`src/ctb_pkg.sv`:
```
// shared types and constants of the countdown timeout bank
package ctb_pkg;

  // field widths of one transaction
  localparam int unsigned ActionW = 2;
  localparam int unsigned IndexW  = 3;
  localparam int unsigned CountW  = 32;
  localparam int unsigned StatusW = 2;

  // packed widths on the stream ports
  localparam int unsigned InDataW  = 40;  // index and load value, padded to bytes
  localparam int unsigned OutDataW = 8;   // status, padded to a byte

  // operation carried in the input tuser
  typedef enum logic [ActionW-1:0] {
    ACT_TICK  = 2'd0,
    ACT_START = 2'd1,
    ACT_STOP  = 2'd2,
    ACT_CHECK = 2'd3
  } action_e;

  // status of one timeout
  typedef enum logic [StatusW-1:0] {
    ST_IDLE     = 2'd0,
    ST_LOADED   = 2'd1,
    ST_COUNTING = 2'd2,
    ST_OCCURRED = 2'd3
  } status_e;

  typedef logic [CountW-1:0] count_t;

endpackage

```
`src/countdown_timeout_bank.sv`:
```
// top level: bank of countdown timeouts behind stream ports
//
//   channel   | direction | tuser      | tdata (lowest bit up)
//   s_axis    | in        | action[1:0]| timer_index[2:0], load_value[34:3], zero pad
//   m_axis    | out       | -          | check_status[1:0], zero pad
//
// an input transaction is held in an input register and acted on from there
// a tick, start or stop never stalls, so one transaction per cycle is taken unless a check waits
// a check needs the result register free; it waits in the input register while m_axis is stalled
// every timeout ticks in parallel in its own counter lane
// reset returns every timeout to idle, disarmed, with a zero count
module countdown_timeout_bank #(
  parameter int unsigned NUM_TIMERS = 8
) (
  input  logic                         clk_i,
  input  logic                         rst_ni,
  // input stream
  input  logic                         s_axis_tvalid,
  output logic                         s_axis_tready,
  input  logic [ctb_pkg::InDataW-1:0]  s_axis_tdata,  // timer_index, load_value, pad
  input  logic [ctb_pkg::ActionW-1:0]  s_axis_tuser,  // action
  // output stream
  output logic                         m_axis_tvalid,
  input  logic                         m_axis_tready,
  output logic [ctb_pkg::OutDataW-1:0] m_axis_tdata   // check_status, pad
);

  // input register
  logic                          in_valid_q;
  ctb_pkg::action_e              in_action_q;
  logic [ctb_pkg::IndexW-1:0]    in_index_q;
  ctb_pkg::count_t               in_load_q;

  // timeout state, one lane per timeout
  ctb_pkg::count_t               count_q  [NUM_TIMERS];
  ctb_pkg::count_t               count_d  [NUM_TIMERS];
  logic [NUM_TIMERS-1:0]         armed_q;
  logic [NUM_TIMERS-1:0]         armed_d;
  ctb_pkg::status_e              status_q [NUM_TIMERS];
  ctb_pkg::status_e              status_d [NUM_TIMERS];

  // result register
  logic                          out_valid_q;
  ctb_pkg::status_e              out_status_q;

  logic                          in_accept;
  logic                          advance;
  logic                          is_check;
  logic [NUM_TIMERS-1:0]         sel;
  ctb_pkg::status_e              rd_status;

  // an item leaves the input register unless it is a check facing a full result register
  assign is_check      = (in_action_q == ctb_pkg::ACT_CHECK);
  assign advance       = in_valid_q && (!is_check || !out_valid_q || m_axis_tready);
  assign s_axis_tready = !in_valid_q || advance;
  assign in_accept     = s_axis_tvalid && s_axis_tready;

  // input register control
  always_ff @(posedge clk_i or negedge rst_ni) begin
    if (!rst_ni) begin
      in_valid_q <= 1'b0;
    end else if (s_axis_tready) begin
      in_valid_q <= s_axis_tvalid;
    end
  end

  // input register payload
  always_ff @(posedge clk_i) begin
    if (in_accept) begin
      in_action_q <= ctb_pkg::action_e'(s_axis_tuser);
      in_index_q  <= s_axis_tdata[ctb_pkg::IndexW-1:0];
      in_load_q   <= s_axis_tdata[ctb_pkg::IndexW +: ctb_pkg::CountW];
    end
  end

  // lane select; an index beyond the bank selects nothing
  always_comb begin
    for (int unsigned t = 0; t < NUM_TIMERS; t++) begin
      sel[t] = (32'(in_index_q) == t);
    end
  end

  // status read for a check, idle when nothing is selected
  always_comb begin
    rd_status = ctb_pkg::ST_IDLE;
    for (int unsigned t = 0; t < NUM_TIMERS; t++) begin
      if (sel[t]) begin
        rd_status = status_q[t];
      end
    end
  end

  // next state of every lane
  always_comb begin
    for (int unsigned t = 0; t < NUM_TIMERS; t++) begin
      count_d[t]  = count_q[t];
      armed_d[t]  = armed_q[t];
      status_d[t] = status_q[t];
      if (advance) begin
        case (in_action_q)
          ctb_pkg::ACT_TICK: begin
            if (armed_q[t]) begin
              if (count_q[t] != '0) begin
                count_d[t]  = count_q[t] - ctb_pkg::count_t'(1);
                status_d[t] = ctb_pkg::ST_COUNTING;
              end else begin
                status_d[t] = ctb_pkg::ST_OCCURRED;
                armed_d[t]  = 1'b0;
              end
            end
          end
          ctb_pkg::ACT_START: begin
            if (sel[t]) begin
              count_d[t]  = in_load_q;
              armed_d[t]  = 1'b1;
              status_d[t] = ctb_pkg::ST_LOADED;
            end
          end
          ctb_pkg::ACT_STOP: begin
            if (sel[t]) begin
              count_d[t]  = '0;
              armed_d[t]  = 1'b0;
              status_d[t] = ctb_pkg::ST_IDLE;
            end
          end
          ctb_pkg::ACT_CHECK: begin
            // reading an occurred timeout clears it
            if (sel[t] && status_q[t] == ctb_pkg::ST_OCCURRED) begin
              status_d[t] = ctb_pkg::ST_IDLE;
            end
          end
          default: begin
            status_d[t] = status_q[t];
          end
        endcase
      end
    end
  end

  // timeout state registers
  always_ff @(posedge clk_i or negedge rst_ni) begin
    if (!rst_ni) begin
      for (int unsigned t = 0; t < NUM_TIMERS; t++) begin
        count_q[t]  <= '0;
        status_q[t] <= ctb_pkg::ST_IDLE;
      end
      armed_q <= '0;
    end else begin
      for (int unsigned t = 0; t < NUM_TIMERS; t++) begin
        count_q[t]  <= count_d[t];
        status_q[t] <= status_d[t];
      end
      armed_q <= armed_d;
    end
  end

  // result register control
  always_ff @(posedge clk_i or negedge rst_ni) begin
    if (!rst_ni) begin
      out_valid_q <= 1'b0;
    end else if (advance && is_check) begin
      out_valid_q <= 1'b1;
    end else if (m_axis_tready) begin
      out_valid_q <= 1'b0;
    end
  end

  // result register payload
  always_ff @(posedge clk_i) begin
    if (advance && is_check) begin
      out_status_q <= rd_status;
    end
  end

  assign m_axis_tvalid = out_valid_q;
  assign m_axis_tdata  = {{(ctb_pkg::OutDataW - ctb_pkg::StatusW){1'b0}}, out_status_q};

endmodule
```
`config.mk`:
```
export PLATFORM = sky130hd
export DESIGN_NAME = countdown_timeout_bank
export DESIGN_NICKNAME = d
export VERILOG_FILES = /design/src/ctb_pkg.sv /design/src/countdown_timeout_bank.sv
export SDC_FILE = /design/constraint.sdc
export NUM_CORES = 1
export LEC_CHECK = 0
export ABC_AREA = 0
export BUFFER_PORTS_ARGS = -buffer_cell sky130_fd_sc_hd__buf_2
export CELL_PAD_IN_SITES_DETAIL_PLACEMENT = 0
export CELL_PAD_IN_SITES_GLOBAL_PLACEMENT = 1
export CORE_MARGIN = 1.5
export CORE_UTILIZATION = 25
export DETAILED_ROUTE_END_ITERATION = 8
export GPL_TIMING_DRIVEN = 1
export PLACE_DENSITY_LB_ADDON = 0.1
export SLEW_MARGIN = 20
export SYNTH_ARGS = -nofsm -noshare
export SYNTH_HDL_FRONTEND = slang
export SYNTH_SLANG_ARGS = --single-unit
export TNS_END_PERCENT = 5
```
`constraint.sdc`:
```
create_clock -name clk_i -period 8.8 [get_ports clk_i]
set_input_delay 1.76 -clock clk_i [delete_from_list [all_inputs] [get_ports clk_i]]
set_output_delay 1.76 -clock clk_i [all_outputs]
set_load 0.005 [all_outputs]
```
# After elaboration in Yosys (flattened, before gate mapping)
# Cells that the tools add are included.
# op_classes
addsub,8
eq_ne,58
mux,138
reduce_logical,53
# ops
operator,n
32-bit 2-to-1 mux,32
32-bit case mux with 3 select lines,8
32-bit nonzero test,8
32-bit by 1-bit subtractor with 32-bit output (second input constant),8
2-bit 2-to-1 mux,40
2-bit != test (second input constant),32
2-bit case mux with 4 select lines,8
6-bit AND reduction,8
1-bit 2-to-1 mux,42
5-bit AND reduction,8
4-bit AND reduction,8
1-bit case mux with 3 select lines,8
2-bit == test (second input constant),10
2-bit by 1-bit != test with 1-bit output (second input constant),8
3-bit == test (second input constant),4
1-bit logical AND,11
3-bit by 2-bit == test with 1-bit output (second input constant),2
3-bit by 1-bit == test with 1-bit output (second input constant),1
1-bit zero test,3
3-bit zero test,1
1-bit logical OR,3
3-bit nonzero test,1
2-bit by 1-bit == test with 1-bit output (second input constant),1
2-bit zero test,1
2-bit nonzero test,1
# word_totals
reg_bits,321
inputBits,46
elab_cells,287

# Depth between registers and ports, before layout
# depth
depth_word,9
mapped_depth,12

# Least setup slack after synthesis
# No wires, ideal clock.
# synth_timing
kind,input port to output port
from,input m_axis_tready
to,output s_axis_tready
t_arrival_ns,2.085
required_time_ns,7.040
setup_slack_ns,4.955
cell_stages,2
n_path_buf,0
cell_sequence,and3b_1 > nand2_1
# synth_via
elab_chain_cells,3
# synth_rtl
item,line,text
"start, declared",countdown_timeout_bank.sv:24,"input logic m_axis_tready,"
1-bit logical OR,countdown_timeout_bank.sv:54,assign advance = in_valid_q && (!is_check || !out_valid_q || m_axis_tready);
1-bit logical AND,countdown_timeout_bank.sv:54,
1-bit logical OR,countdown_timeout_bank.sv:55,assign s_axis_tready = !in_valid_q || advance;
"end, declared",countdown_timeout_bank.sv:19,"output logic s_axis_tready,"
# Every way passes these cells.

# Final worst setup path
# layout_timing
from,register count_q[96] (netlist name)
to,register count_q[113] (netlist name)
# layout_via
elab_chain_cells,4
# layout_rtl
item,line,text
"start, declared",countdown_timeout_bank.sv:35,ctb_pkg::count_t count_q [NUM_TIMERS];
"start signal, assigned by index",countdown_timeout_bank.sv:150,count_q[t] <= count_d[t];
32-bit by 1-bit subtractor with 32-bit output,countdown_timeout_bank.sv:104,count_d[t] = count_q[t] - ctb_pkg::count_t'(1);
32-bit 2-to-1 mux,countdown_timeout_bank.sv:103,if (count_q[t] != '0) begin
32-bit 2-to-1 mux,countdown_timeout_bank.sv:102,if (armed_q[t]) begin
32-bit case mux with 3 select lines,countdown_timeout_bank.sv:100,case (in_action_q)
# Several ways; a longest one is shown, not always the timed one. The select of a mux whose other input is x is not followed.
# A chain may end at the register's enable or synchronous reset.

==> metrics <==
CTS max path bufs=3; largest family of logic cells by synthesized area=simple AND/OR/NAND/NOR gates; slew of the pin with the lowest slew margin=1.15 ns; final hold viol count=0; H-tree depth=2; CP endpoint kind=flip-flop; Hold Path Class=flip-flop to flip-flop; ratio of cells with drive above 1 in the final layout=8.82%; fraction of registers with async set/reset=87.9%; vias per cell=5.60; Rows=102; crit path time final=4.74 ns; Arrival @ worst endpoint=5.18 ns; RSZ-0062 raised after global routing=false; Die Y=282 um; CTS tree=built; outcome=finished clean; sequential fraction of the synthesis area=42.3%; compound-cell area share of the yosys netlist=23.3%; Hold Buf Count CTS=0; post-route cell area=0.0221 mm^2; Mapped Avg Cell Area=8.73 um^2; number of global-route vias before repair=17661; Initial Utilization=25.2%; Pins Over Slew Limit=0; nets=2265; setup bufs post-CTS=0; Final Cycle Share=53.8%; Synth Area in Adders=1.09%; die area=0.0794 mm^2; Top Ports=56; largest net degree at the start of global routing=150; area of the mapped netlist=0.0194 mm^2; Fillers=8203; clk_lat worst skew=0.59 ns; Max-Slew Margin vs Limit=22.9%; Netlist cell types=83; drt drc=0; CP Launch Type=flip-flop; TritonRoute pass-1 iters=5; initial antenna violation count=8; static leakage=0.00768 uW; mux cell area share after synthesis=1.35%; R2R depth=9; Fmax achieved=211 MHz; Area Growth Syn to Fin=13.5%; drt first-iter violations=1450; global route overflow=0; final setup vio count=0; WHS Path Cells=1; maximum vdd drop=138 uV; xor-xnor portion of the synthesized cell area=0%; final setup TNS=0 ns; skew final=0.0242 ns; Yosys warning total=0; Root Buffer=clkbuf_16; Yosys reg bits=321; Die W=282 um; GRT Total Usage=19.9%; Pwr Density=234 mW/mm^2; Routed WL per cell=24.1 um; post-synthesis simple-gate area fraction=27.3%; crit path kind=flip-flop to flip-flop; prevailing post-synth register cell=dfrtp_1; Final HPWL DP=48.5 mm; CTS buffer count=44; critical path required time=9.25 ns; Post-synth EDFFs=39; critical path peak fanout=30; Syn Inst Count=2227; final WL=79.1 mm; antenna-violating nets left=0; IO Port Bufs=44; core area=0.0772 mm^2; clock transition at the registers of the reported paths=0.05 ns; PostCTS Resize Cnt=0; Area after DPL=0.0206 mm^2; Max Cap Viol=0; first-pass GRT wire length=118 mm; GPL Wtd Cong=0.786; detailed-route via count=18374; CTS sink cnt=321
==> flip-flops by register name, indices dropped and copies added, names as in the netlist <==
signal	flops
m_axis_tvalid	1
in_index_q	3
count_q	256
out_status_q	2
in_load_q	32
in_action_q	2
status_q	16
in_valid_q	1
armed_q	8
==> layout make-up <==
class                      count  area (um^2)  area share (%)
multi-input combinational   1701        10400            47.1
sequential                   321         8230            37.3
tap                         1040         1300            5.90
clock buffer                  60         1260            5.73
timing repair buffer          83          536            2.43
inverter                      51          194           0.879
clock inverter                17          133           0.601
antenna                        6         15.0          0.0681
==> report_power, final <==
group          switching, uW  total, uW  internal, uW
Combinational            661       1110           453
Clock                    743       1800          1050
Sequential               414       2250          1830
Total                   1820       5160          3340
==> Yosys cell counts (10+ instances only) <==
cell,number,share of area [%]
a2111oi_0,20,0.90
nor2b_1,16,0.52
mux2i_1,16,0.82
nand2_1,287,5.5
nor3b_1,10,0.39
edfxtp_1,39,6.0
or2_2,12,0.39
or4_1,64,2.5
inv_1,49,0.95
nand3_1,116,3.0
ha_1,17,1.1
and4_1,13,0.59
clkbuf_1,107,2.1
a211oi_1,13,0.50
o221ai_1,77,3.5
buf_2,27,0.70
nor3_1,91,2.3
a21oi_1,118,3.0
a221o_1,15,0.77
o32a_1,11,0.57
buf_4,13,0.50
o211ai_1,46,1.8
nor4_1,99,3.2
nand4_1,34,1.1
and3_1,14,0.45
a32oi_1,24,1.1
nand2b_1,20,0.64
o311ai_0,12,0.54
a211o_1,36,1.6
and2_1,11,0.35
o31ai_1,10,0.39
or3_1,70,2.3
a22oi_1,10,0.39
o31a_1,11,0.50
o21ai_0,121,3.1
a31oi_1,15,0.48
o32ai_1,12,0.54
nor2_1,133,2.6
dfrtp_1,282,36
==> layer usage <==
metal  global-route usage (%)  part of all wire [%]  vias to the layer above
li1                         -                     -                     8641
met1                     26.4                    45                     9137
met2                     30.9                    45                      456
met3                     3.49                   5.3                      140
met4                     10.2                   4.8                        0
met5                        0                     0                        -
==> stage by stage <==
stage	total power, uW	utilization, %	instances	setup slack (ns)	hold WS [ns]
6_report	5160	28.6	3279	4.06	0.490
5_1_grt	5490	28.6	3277	3.74	0.529
4_1_cts	5230	28.5	3273	4.09	0.490
3_5_place_dp	3390	26.7	3196	4.11	0.478
3_3_place_gp	3360	26.7	3196	4.16	0.470
2_1_floorplan	2980	-	2232	4.95	0.448
==> path summary, 6_finish.rpt <==
path                                             to                      from  slack [ns]
setup / recovery           count_q[113]$_DFFE_PN0P_   count_q[96]$_DFFE_PN0P_        4.06
min in group asynchronous   count_q[40]$_DFFE_PN0P_                    rst_ni        1.12
max in group asynchronous  count_q[163]$_DFFE_PN0P_                    rst_ni        6.28
hold / removal             count_q[127]$_DFFE_PN0P_  count_q[127]$_DFFE_PN0P_        0.49
setup reg to reg           count_q[113]$_DFFE_PN0P_   count_q[96]$_DFFE_PN0P_        4.06
hold reg to reg            count_q[127]$_DFFE_PN0P_  count_q[127]$_DFFE_PN0P_        0.49
==> cells by family after synthesis <==
group / count (synthesis)
compound gates: 629
fa+ha+maj: 17
buf+inv: 210
flops: 321
mux: 25
other cells: 1
simple gates: 1024
==> worst max-delay path, cell delays in order, from the launching register on <==
cell      delay (ns)
dfrtp_1         0.39
inv_1           0.08
ha_1            0.24
nor4b_1         0.66
nand4_1         0.61
o31ai_2         0.86
a21o_1          0.81
buf_4           0.45
nor4_1          0.09
a2111o_1        0.41
==> cells in the final DEF (no fill, tap or decap), drive strengths merged, types with 11 or more instances in the layout <==
master,count
a211oi,13
and4,14
clkbuf,60
and3,14
nor3,91
or3,70
a21oi,119
o221ai,77
a2111oi,20
o311ai,14
nand2b,20
or2,14
ha,17
nand2,288
dfrtp,282
mux2i,16
edfxtp,39
and2,12
clkinv,15
o31a,11
or4,67
o31ai,11
o32ai,12
a32oi,24
o211ai,46
nand4,34
inv,51
nand3,116
nor2,133
a221o,15
buf,83
o32a,11
o21ai,123
nor2b,16
a211o,36
a31oi,15
nor4,99
Power figures use the tool's default switching activity.
